===== config.mk =====
export PLATFORM = sky130hd
export DESIGN_NAME = push_button_dimmer_control
export DESIGN_NICKNAME = d
export VERILOG_FILES = /design/src/hw/rtl/pbdc_pkg.sv /design/src/hw/rtl/pbdc_step.sv /design/src/hw/rtl/push_button_dimmer_control.sv
export VERILOG_INCLUDE_DIRS = /design/src /design/src/hw/rtl
export SDC_FILE = /design/constraint.sdc
export NUM_CORES = 1
export LEC_CHECK = 0
export BUFFER_PORTS_ARGS = -buffer_cell sky130_fd_sc_hd__buf_2
export CORE_AREA = 10 10 204 110
export CTS_BUF_LIST = sky130_fd_sc_hd__clkbuf_8
export DETAILED_ROUTE_END_ITERATION = 16
export DIE_AREA = 0 0 214 120
export PLACE_DENSITY = 0.86
export SYNTH_ARGS = -nofsm -noshare
export SYNTH_HDL_FRONTEND = slang
export SYNTH_SLANG_ARGS = --single-unit

===== constraint.sdc =====
create_clock -name aclk -period 5.6 [get_ports aclk]
set_clock_uncertainty 0.1 [all_clocks]
set_input_delay 0 -clock aclk [delete_from_list [all_inputs] [get_ports aclk]]
set_output_delay 0 -clock aclk [all_outputs]
set_load 0.01 [all_outputs]

===== src/hw/rtl/push_button_dimmer_control_assert.svh =====
// Assertion macros for the push-button dimmer control block.
`ifndef PUSH_BUTTON_DIMMER_CONTROL_ASSERT_SVH
`define PUSH_BUTTON_DIMMER_CONTROL_ASSERT_SVH

// Same-cycle implication, disabled while reset is asserted.
`define PBDC_ASSERT_NOW(label, clk, rstn, ante, cons) \
    label: assert property (@(posedge clk) disable iff (!(rstn)) (ante) |-> (cons)) \
        else $error("pbdc: same-cycle check failed");

// Next-cycle implication, disabled while reset is asserted.
`define PBDC_ASSERT_NEXT(label, clk, rstn, ante, cons) \
    label: assert property (@(posedge clk) disable iff (!(rstn)) (ante) |=> (cons)) \
        else $error("pbdc: next-cycle check failed");

`endif


===== src/hw/rtl/pbdc_pkg.sv =====
// Shared types, constants and register map of the push-button dimmer control block.
package pbdc_pkg;

    localparam int unsigned CHANNELS_DEF  = 8;
    localparam int unsigned MAX_LEVEL_DEF = 127;

    localparam int unsigned CHANNEL_W = 3;
    localparam int unsigned NOW_W     = 8;
    localparam int unsigned LAMP_W    = 7;
    localparam int unsigned CFG_W     = 8;
    localparam int unsigned DATA_W    = 32;
    localparam int unsigned ADDR_W    = 4;
    localparam int unsigned IDX_W     = 2;

    localparam logic [IDX_W-1:0] REG_CHANNEL_ENABLE  = 2'd0;
    localparam logic [IDX_W-1:0] REG_REPEAT_INTERVAL = 2'd1;
    localparam logic [IDX_W-1:0] REG_HOLD_TIME       = 2'd2;

    localparam logic [CFG_W-1:0] ENABLE_RESET = 8'd0;
    localparam logic [CFG_W-1:0] REPEAT_RESET = 8'd10;
    localparam logic [CFG_W-1:0] HOLD_RESET   = 8'd200;

    typedef struct packed {
        logic ramp_up;
        logic was_pressed;
        logic ramping;
    } pbdc_flags_t;

endpackage


===== src/hw/rtl/pbdc_step.sv =====
// Per-poll update of one channel: press timing, ramp step and short-press toggle.
module pbdc_step #(
    parameter int unsigned MAX_LEVEL = pbdc_pkg::MAX_LEVEL_DEF,
    parameter int unsigned LEVEL_W   = $clog2(MAX_LEVEL + 1)
) (
    input  logic                          enabled,
    input  logic                          pressed,
    input  logic [pbdc_pkg::NOW_W-1:0]    now,
    input  logic [pbdc_pkg::CFG_W-1:0]    repeat_interval,
    input  logic [pbdc_pkg::CFG_W-1:0]    hold_time,
    input  logic [pbdc_pkg::NOW_W-1:0]    last_step_time,
    input  logic [LEVEL_W-1:0]            level_cur,
    input  logic [pbdc_pkg::NOW_W-1:0]    release_cur,
    input  pbdc_pkg::pbdc_flags_t         flags_cur,
    output logic [LEVEL_W-1:0]            level_nxt,
    output logic [pbdc_pkg::NOW_W-1:0]    release_nxt,
    output pbdc_pkg::pbdc_flags_t         flags_nxt,
    output logic [pbdc_pkg::NOW_W-1:0]    last_step_nxt,
    output logic                          changed
);

    localparam logic [LEVEL_W-1:0] MAX_L = LEVEL_W'(MAX_LEVEL);

    logic [pbdc_pkg::NOW_W-1:0] since_step;
    logic [pbdc_pkg::NOW_W-1:0] since_release;
    logic                       held;
    logic                       dir_up;
    logic [LEVEL_W-1:0]         stepped;

    assign since_step    = now - last_step_time;
    assign since_release = now - release_cur;
    assign held          = since_release > hold_time;

    // reverse at an end before stepping, so the level never wraps
    always_comb begin
        dir_up = flags_cur.ramp_up;
        if (flags_cur.ramp_up && level_cur >= MAX_L) begin
            dir_up = 1'b0;
        end else if (!flags_cur.ramp_up && level_cur == '0) begin
            dir_up = 1'b1;
        end
        stepped = dir_up ? level_cur + 1'b1 : level_cur - 1'b1;
    end

    always_comb begin
        level_nxt     = level_cur;
        release_nxt   = release_cur;
        flags_nxt     = flags_cur;
        last_step_nxt = last_step_time;
        changed       = 1'b0;
        if (pressed) begin
            flags_nxt.was_pressed = 1'b1;
            if (since_step > repeat_interval) begin
                if ((held || flags_cur.ramping) && enabled) begin
                    flags_nxt.ramping = 1'b1;
                    level_nxt         = stepped;
                    flags_nxt.ramp_up = dir_up ? (stepped < MAX_L) : (stepped == '0);
                    changed           = 1'b1;
                end
                last_step_nxt = now;
            end
        end else begin
            if (flags_cur.was_pressed) begin
                flags_nxt.was_pressed = 1'b0;
                if (flags_cur.ramping) begin
                    flags_nxt.ramping = 1'b0;
                    flags_nxt.ramp_up = !flags_cur.ramp_up;
                end else if (level_cur == '0) begin
                    level_nxt         = MAX_L;
                    flags_nxt.ramp_up = 1'b0;
                    changed           = 1'b1;
                end else begin
                    level_nxt         = '0;
                    flags_nxt.ramp_up = 1'b1;
                    changed           = 1'b1;
                end
            end
            release_nxt = now;
        end
    end

endmodule


===== src/hw/rtl/push_button_dimmer_control.sv =====
// Top level of the push-button dimmer control block: handshake, state and config registers.
//
//   channel   direction  ports
//   s_        in         s_valid s_ready s_channel s_pressed s_now
//   m_        out        m_valid m_ready m_lamp_level m_changed
//   apb       in/out     psel penable pwrite paddr pwdata prdata pready
//
// One word per cycle sustained while m_ready stays high; a word passes the input register, then the result register.
// The per-channel state is updated in the same cycle as the result register is loaded,
// so the next word always sees the updated state.
// A stalled result register holds the word in the input register; s_ready drops only then.
// Reset clears channel levels, release and step times, sets each ramp direction to up and loads the register defaults.
module push_button_dimmer_control #(
    parameter int unsigned CHANNELS  = pbdc_pkg::CHANNELS_DEF,
    parameter int unsigned MAX_LEVEL = pbdc_pkg::MAX_LEVEL_DEF
) (
    input  logic                              aclk,
    input  logic                              aresetn,
    input  logic                              s_valid,
    output logic                              s_ready,
    input  logic [pbdc_pkg::CHANNEL_W-1:0]    s_channel,
    input  logic                              s_pressed,
    input  logic [pbdc_pkg::NOW_W-1:0]        s_now,
    output logic                              m_valid,
    input  logic                              m_ready,
    output logic [pbdc_pkg::LAMP_W-1:0]       m_lamp_level,
    output logic                              m_changed,
    input  logic                              psel,
    input  logic                              penable,
    input  logic                              pwrite,
    input  logic [pbdc_pkg::ADDR_W-1:0]       paddr,
    input  logic [pbdc_pkg::DATA_W-1:0]       pwdata,
    output logic [pbdc_pkg::DATA_W-1:0]       prdata,
    output logic                              pready
);

    `include "push_button_dimmer_control_assert.svh"

    localparam int unsigned LEVEL_W = $clog2(MAX_LEVEL + 1);
    localparam int unsigned LAMP_W  = pbdc_pkg::LAMP_W;

    // config registers
    logic [pbdc_pkg::CFG_W-1:0] enable_reg;
    logic [pbdc_pkg::CFG_W-1:0] repeat_reg;
    logic [pbdc_pkg::CFG_W-1:0] hold_reg;
    logic [pbdc_pkg::IDX_W-1:0] reg_idx;
    logic                       cfg_write;

    // input stage
    logic                           in_valid_reg;
    logic [pbdc_pkg::CHANNEL_W-1:0] in_channel_reg;
    logic                           in_pressed_reg;
    logic [pbdc_pkg::NOW_W-1:0]     in_now_reg;

    // result stage
    logic                    m_valid_reg;
    logic [LAMP_W-1:0]       m_lamp_level_reg;
    logic                    m_changed_reg;
    logic [LAMP_W-1:0]       m_lamp_level_next;
    logic                    m_changed_next;

    // channel state
    logic [LEVEL_W-1:0]             level_reg   [CHANNELS];
    logic [pbdc_pkg::NOW_W-1:0]     release_reg [CHANNELS];
    pbdc_pkg::pbdc_flags_t          flags_reg   [CHANNELS];
    logic [pbdc_pkg::NOW_W-1:0]     last_step_reg;

    logic                           advance;
    logic                           in_range;
    logic [LEVEL_W-1:0]             level_cur;
    logic [pbdc_pkg::NOW_W-1:0]     release_cur;
    pbdc_pkg::pbdc_flags_t          flags_cur;
    logic [LEVEL_W-1:0]             level_nxt;
    logic [pbdc_pkg::NOW_W-1:0]     release_nxt;
    pbdc_pkg::pbdc_flags_t          flags_nxt;
    logic [pbdc_pkg::NOW_W-1:0]     last_step_nxt;
    logic                           step_changed;
    logic [LEVEL_W+LAMP_W-1:0]      level_ext;

    // ---------------- configuration port ----------------
    assign pready    = 1'b1;
    assign reg_idx   = paddr[pbdc_pkg::ADDR_W-1:pbdc_pkg::ADDR_W-pbdc_pkg::IDX_W];
    assign cfg_write = psel && penable && pwrite && pready;

    always_comb begin
        prdata = '0;
        unique case (reg_idx)
            pbdc_pkg::REG_CHANNEL_ENABLE:  prdata = pbdc_pkg::DATA_W'(enable_reg);
            pbdc_pkg::REG_REPEAT_INTERVAL: prdata = pbdc_pkg::DATA_W'(repeat_reg);
            pbdc_pkg::REG_HOLD_TIME:       prdata = pbdc_pkg::DATA_W'(hold_reg);
            default:                       prdata = '0;
        endcase
    end

    always_ff @(posedge aclk) begin
        if (!aresetn) begin
            enable_reg <= pbdc_pkg::ENABLE_RESET;
            repeat_reg <= pbdc_pkg::REPEAT_RESET;
            hold_reg   <= pbdc_pkg::HOLD_RESET;
        end else if (cfg_write) begin
            unique case (reg_idx)
                pbdc_pkg::REG_CHANNEL_ENABLE:  enable_reg <= pwdata[pbdc_pkg::CFG_W-1:0];
                pbdc_pkg::REG_REPEAT_INTERVAL: repeat_reg <= pwdata[pbdc_pkg::CFG_W-1:0];
                pbdc_pkg::REG_HOLD_TIME:       hold_reg   <= pwdata[pbdc_pkg::CFG_W-1:0];
                default: ;
            endcase
        end
    end

    // ---------------- handshake ----------------
    assign advance = in_valid_reg && (!m_valid_reg || m_ready);
    assign s_ready = !in_valid_reg || advance;

    always_ff @(posedge aclk) begin
        if (!aresetn) begin
            in_valid_reg <= 1'b0;
        end else if (s_ready) begin
            in_valid_reg <= s_valid;
        end
    end

    always_ff @(posedge aclk) begin
        if (s_valid && s_ready) begin
            in_channel_reg <= s_channel;
            in_pressed_reg <= s_pressed;
            in_now_reg     <= s_now;
        end
    end

    // ---------------- channel state read ----------------
    assign in_range = 32'(in_channel_reg) < CHANNELS;

    always_comb begin
        level_cur   = '0;
        release_cur = '0;
        flags_cur   = '0;
        for (int i = 0; i < CHANNELS; i++) begin
            if (32'(in_channel_reg) == i) begin
                level_cur   = level_reg[i];
                release_cur = release_reg[i];
                flags_cur   = flags_reg[i];
            end
        end
    end

    pbdc_step #(
        .MAX_LEVEL (MAX_LEVEL),
        .LEVEL_W   (LEVEL_W)
    ) u_step (
        .enabled         (enable_reg[in_channel_reg]),
        .pressed         (in_pressed_reg),
        .now             (in_now_reg),
        .repeat_interval (repeat_reg),
        .hold_time       (hold_reg),
        .last_step_time  (last_step_reg),
        .level_cur       (level_cur),
        .release_cur     (release_cur),
        .flags_cur       (flags_cur),
        .level_nxt       (level_nxt),
        .release_nxt     (release_nxt),
        .flags_nxt       (flags_nxt),
        .last_step_nxt   (last_step_nxt),
        .changed         (step_changed)
    );

    // ---------------- channel state write ----------------
    always_ff @(posedge aclk) begin
        if (!aresetn) begin
            for (int i = 0; i < CHANNELS; i++) begin
                level_reg[i]   <= '0;
                release_reg[i] <= '0;
                flags_reg[i]   <= '{ramp_up: 1'b1, was_pressed: 1'b0, ramping: 1'b0};
            end
            last_step_reg <= '0;
        end else if (advance && in_range) begin
            for (int i = 0; i < CHANNELS; i++) begin
                if (32'(in_channel_reg) == i) begin
                    level_reg[i]   <= level_nxt;
                    release_reg[i] <= release_nxt;
                    flags_reg[i]   <= flags_nxt;
                end
            end
            last_step_reg <= last_step_nxt;
        end
    end

    // ---------------- result register ----------------
    assign level_ext = {LAMP_W'(0), level_nxt};

    always_comb begin
        m_lamp_level_next = '0;
        m_changed_next    = 1'b0;
        if (in_range) begin
            m_lamp_level_next = level_ext[LAMP_W-1:0];
            m_changed_next    = step_changed;
        end
    end

    always_ff @(posedge aclk) begin
        if (!aresetn) begin
            m_valid_reg <= 1'b0;
        end else if (advance) begin
            m_valid_reg <= 1'b1;
        end else if (m_ready) begin
            m_valid_reg <= 1'b0;
        end
    end

    always_ff @(posedge aclk) begin
        if (advance) begin
            m_lamp_level_reg <= m_lamp_level_next;
            m_changed_reg    <= m_changed_next;
        end
    end

    assign m_valid      = m_valid_reg;
    assign m_lamp_level = m_lamp_level_reg;
    assign m_changed    = m_changed_reg;

    // ---------------- assertions ----------------
    `PBDC_ASSERT_NOW(a_level_bound, aclk, aresetn, advance && in_range, level_nxt <= LEVEL_W'(MAX_LEVEL))
    `PBDC_ASSERT_NEXT(a_ignored_zero, aclk, aresetn, advance && !in_range, m_valid && m_lamp_level == '0 && !m_changed)
    `PBDC_ASSERT_NOW(a_stall_cause, aclk, aresetn, !s_ready, in_valid_reg && m_valid_reg && !m_ready)

endmodule

---- Word-level counts from Yosys, hierarchy flattened ----
Memory sizes are Yosys's and may differ from the RTL's.
Cells that the tools add are included.
operators by class
  add/subtract/negate cells ............... 4
  $lt $le $gt $ge ......................... 5
  equality and inequality tests ........... 9
  multiplexer cells ....................... 110
  bitwise operators ....................... 24
  reductions and logical operators ........ 22
operators with widths
  cell                                                  number
  2-to-1 mux 7 bit                                      23
  2-to-1 mux 8 bit                                      17
  2-to-1 mux 3 bit                                      18
  2-to-1 mux 1 bit                                      50
  OR 1 bit                                              24
  one-hot mux 8 bit (3 select lines)                    1
  > comparator 8 bit                                    2
  subtractor 8 bit                                      2
  zero test 7 bit                                       2
  equality test 3 bit (second input constant)           4
  adder 7 x 1 -> 7 bit (second input constant)          1
  >= comparator 7 bit (second input constant)           1
  logical AND 1 bit                                     7
  < comparator 7 bit (second input constant)            1
  subtractor 7 x 1 -> 7 bit (second input constant)     1
  equality test 3 x 2 -> 1 bit (second input constant)  2
  AND reduction 2 bit                                   3
  < comparator 3 x 4 -> 1 bit (second input constant)   1
  binary-select mux 1 bit (select 3 bit)                1
  equality test 3 x 1 -> 1 bit (second input constant)  1
  zero test 1 bit                                       3
  zero test 3 bit                                       1
  logical OR 1 bit                                      3
  AND reduction 3 bit                                   1
  other kinds (4)                                       4
word-level totals
  bits in registers ....................... 54
  RAM bits ................................ 144
  input bits .............................. 55
  output and inout port bits .............. 43
  logic and storage cells ................. 188
  memories kept ........................... 3
memory list
  name         words  bits a word  read ports  clocked after Yosys merged registers in  wr ports  line                              source
  release_reg  8      8            8           0                                        8         push_button_dimmer_control.sv:64  logic [pbdc_pkg::NOW_W-1:0] release_reg [CHANNELS];
  level_reg    8      7            8           0                                        8         push_button_dimmer_control.sv:63  logic [LEVEL_W-1:0] level_reg [CHANNELS];
  flags_reg    8      3            8           0                                        8         push_button_dimmer_control.sv:65  pbdc_pkg::pbdc_flags_t flags_reg [CHANNELS];

---- Logic depth before layout (Yosys ltp) ----
  depth in word-level cells ............... 20
  gate-level depth with buffers ........... 30
  depth with buffers taken out ............ 24

---- Hierarchy ----
Synthesis repeated with hierarchy kept, for this count alone.
second synthesis, totals
  cell total of the unflattened synthesis .. 927
  area total of the unflattened synthesis .. 10406.2 sq um
modules (own cells, without submodules)
  module                      times used  cells an instance  area an instance (sq um)  seq. area each (sq um)
  push_button_dimmer_control  1           697                8708.4                    5605.4
  pbdc_step                   1           230                1697.9                    0.0

---- Least setup slack after synthesis ----
No wires, ideal clock.
  path kind ............................... register to register
  from .................................... register in_channel_reg[1] in the netlist's numbering
  to ...................................... memory level_reg[1][18] in the netlist's numbering, data pin
  library setup time ...................... 0.275 ns
  data arrival time ....................... 5.307 ns
  required time ........................... 5.225 ns
  slack ................................... -0.082 ns
  cell stages (with the launch flop) ...... 28
  buffers on the path ..................... 7
  period minus slack after synthesis ...... 5.682 ns
  cells stage by stage .................... edfxtp_1 > buf_6 > buf_8 > buf_4 > buf_4 > buf_2 > buf_2 > buf_2 > mux4_2 > mux2i_1 > ha_1 > nor2b_1 > o21ai_0 > a21boi_0 > o21ai_0 > nand2b_1 > a21o_1 > a21oi_1 > xnor2_1 > ha_1 > nand3_1 > nor2_1 > a32oi_1 > a21oi_1 > nor2_2 > mux2_2 > o211ai_1 > inv_1
RTL lines
  element                 line                               source
  start, declared         push_button_dimmer_control.sv:51   logic [pbdc_pkg::CHANNEL_W-1:0] in_channel_reg;
  start signal, assigned  push_button_dimmer_control.sv:124  in_channel_reg <= s_channel;
  end, declared           push_button_dimmer_control.sv:63

==> reports/metrics.cfg <==
[cells_and_area]
post-route-util=0.619
layout.cells.non_filler=1302
area.growth.synth_to_final_pct=12.6
proportion_of_layout_cells_with_a_drive_suffix_above_1=0.157
insertedDiodeCount=0
final_nets=1117
final.fill_count=1488
largest_register_ffs=64

[worst_setup_path]
timing.critical_path.cells=buf_4 -> mux4_2 -> mux2i_4 -> ha_1 -> nor2b_1 -> o21ai_0 -> a21boi_0 -> o21ai_0 -> nand2b_1 -> a21o_1 -> a21oi_1 -> xnor2_1 -> ha_1 -> nand3_1 -> nor2_1 -> a32oi_1 -> a21oi_1 -> buf_4 -> nor2_4 -> mux2_2 -> o211ai_1 -> buf_4 -> nor2_1
cpMostUsedCell=buf_4
crit_type=reg2reg
critPathBufInv=3
timing.critical_path.slowest_cell_delay_ns=0.53
worst_path_fanout_max=7
cp.arrival_ns=5.49
critPathSlowestCell=mux4_2
critical_path.top_delay_family=compound AO/OA/AOI/OAI gates
cp-end-kind=register
timing.reg2reg.setup_slack_ns=0.23
timing.critical_path.required_ns=5.72
worst_setup_path_start_kind=register

[grt]
grt_start_max_net_pins=43
gr-total-overflow=0
wire_length_of_the_first_global_routing_pass_mm=42.8
initial_antenna_violation_count=0
number_of_global_route_vias_before_repair=7492
track_usage=0.214

[clocking]
cts_inserted_buffers=17
htree_num_levels=4
tritoncts=done
clkSlewWorstSetupHoldPaths_ns=0.11
numClockSinks=198
clock_path_buffers=2
clock_insertion_delay_worst_skew_ns=0.48
root_buffer=clkbuf_8

[route]
drcViolationCount=0
route.final.wire_length_mm=27.6
route.vias.total=7673
vias_per_cell=5.89
drt_pass1_iterations=5
wl_per_cell_microns=21.2
detail_route.iter0.violations=1054
antenna_left=0

[floorplanning]
die_height_microns=120
chipWidth_microns=214
core_region_area_sq_um=19000
core.rowCount=36
design.portCount=98
start_util=0.550
die-area_sq_um=25700

[synthesis]
synth_top_flop_cell=edfxtp_1
post-synth-top-count-cell=edfxtp_1
postSynthRegisterBits=198
synthTopCellsByCount=164 x edfxtp_1, 144 x nor2_1, 75 x nand2_1
netlist_area_sq_um=10400
async_flop_share=0
yosysTopAreaCellShare=0.472
synth_edf_count=164
synth_largest_area_cell=edfxtp_1
netlist_instances=940
synth.lib_cells_used.distinct=73
synth_sequential_area_ratio=0.537
avgSynthCellArea_sq_um=11.1
synth.yosys.warnings=0
post_synth_main_area_contributors=edfxtp_1 47%, dfxtp_1 6.5%, nor2_1 5.2%

[sta]
slew_viol_final=0
slew_headroom=0.274
worst_slew_pin_slew_ns=1.09
grt_setup_unrepaired=no
setup-violations-final=0
whs_ns=0.0571
post-route-period-util=0.960
final-hold-violation-count=0
setup_total_negative_slack_ns=0
fin_crit_ns=5.37
fmax_ghz=0.186

[placement]
numPortBuffers=46
detailed_place_hpwl_mm=19.4
numPlacedInstances=1232
place.gp.congestion=0.889

[power]
total_leakage_power_nw=4.69
power_density_nw_per_um2=281
ir_worst_vdd_v=0.000193

[run]
maxCapViolations=0

[hold_path]
worst_hold_path_type=in2reg

[run_status]
status=complete, no violations

## cell type report
| type | count | area (sq um) | share of cell area |
|---|---|---|---|
| tap | 266 | 333 | 0.0283 |
| inverter | 56 | 210 | 0.0179 |
| sequential | 198 | 5610 | 0.477 |
| clock inverter | 15 | 209 | 0.0178 |
| timing repair buffer | 112 | 826 | 0.0703 |
| multi-input combinational | 638 | 4320 | 0.368 |
| clock buffer | 17 | 234 | 0.0199 |
## worst register-to-register path: stages, from the launching register on
cell and delay (ns):
edfxtp_1 0.41, buf_4 0.14, mux4_2 0.53, mux2i_4 0.29, ha_1 0.29, nor2b_1 0.13
o21ai_0 0.26, a21boi_0 0.17, o21ai_0 0.17, nand2b_1 0.10, a21o_1 0.19, a21oi_1 0.16
xnor2_1 0.14, ha_1 0.27, nand3_1 0.11, nor2_1 0.05, a32oi_1 0.21, a21oi_1 0.09
buf_4 0.16, nor2_4 0.20, mux2_2 0.39, o211ai_1 0.23, buf_4 0.24, nor2_1 0.08
## cells by family after synthesis
kind of cell,share of synthesized area
other,0.000720
flip-flops,0.537
AO/OA/AOI/OAI,0.0974
buffers and inverters,0.0591
adder cells (fa/ha/maj),0.0490
AND/OR/NAND/NOR,0.143
multiplexers,0.0995
XOR/XNOR,0.0134
## through the flow
| step | setup WS (ns) | instance area (sq um) | power [mW] |
|---|---|---|---|
| finish | 0.227 | 11700 | 3.30 |
| global route | 0.00195 | 11700 | 3.43 |
| CTS | 0.116 | 11700 | 3.29 |
| detailed placement | 0.175 | 10900 | 2.31 |
| global placement | 0.415 | 10900 | 2.28 |
| floorplan | 0.0212 | 10500 | 2.13 |
## power by group
part | switching (mW) | leakage, nW | internal (mW) | total [mW]
clock | 0.597 | 0.218 | 0.391 | 0.988
combinational | 0.383 | 2.54 | 0.235 | 0.619
sequential | 0.0292 | 1.93 | 1.67 | 1.70
## path summary, 6_finish.rpt
path | startpoint | end | cells after the start
setup / recovery | in_channel_reg[0] | level_reg[0][25] | 23
hold / removal | psel | hold_reg[5] | 4
setup reg to reg | in_channel_reg[0] | level_reg[0][25] | 23
hold reg to reg | last_step_reg[1] | last_step_reg[1] | 2
## cell usage in the layout, fill, tap and decap left out, drive strengths merged, types with 25 or more instances in the layout
master,netlist,layout
ha,36,36
edfxtp,164,164
inv,54,60
dfxtp,34,34
buf,46,82
a21oi,30,30
dlygate4sd3,0,30
o21ai,32,32
nand2,76,76
mux2i,53,53
nor2,145,145
conb,2,25
## timing repair
action                                  in CTS  in global routing
hold buffers                                30                  0
gates resized for setup                      0                  2
hold endpoints to repair                    38                  0
endpoints found under the setup margin       0                 41
buffers inserted                             0                  8
## routing by layer
layer,vias to the layer above,GRT usage,part of all wire
li1,3504,-,-
met1,3709,0.300,0.43
met4,0,0.0408,0.0082
met5,-,0,0
met3,20,0.0797,0.14
met2,440,0.310,0.42
Power figures use the tool's default switching activity.
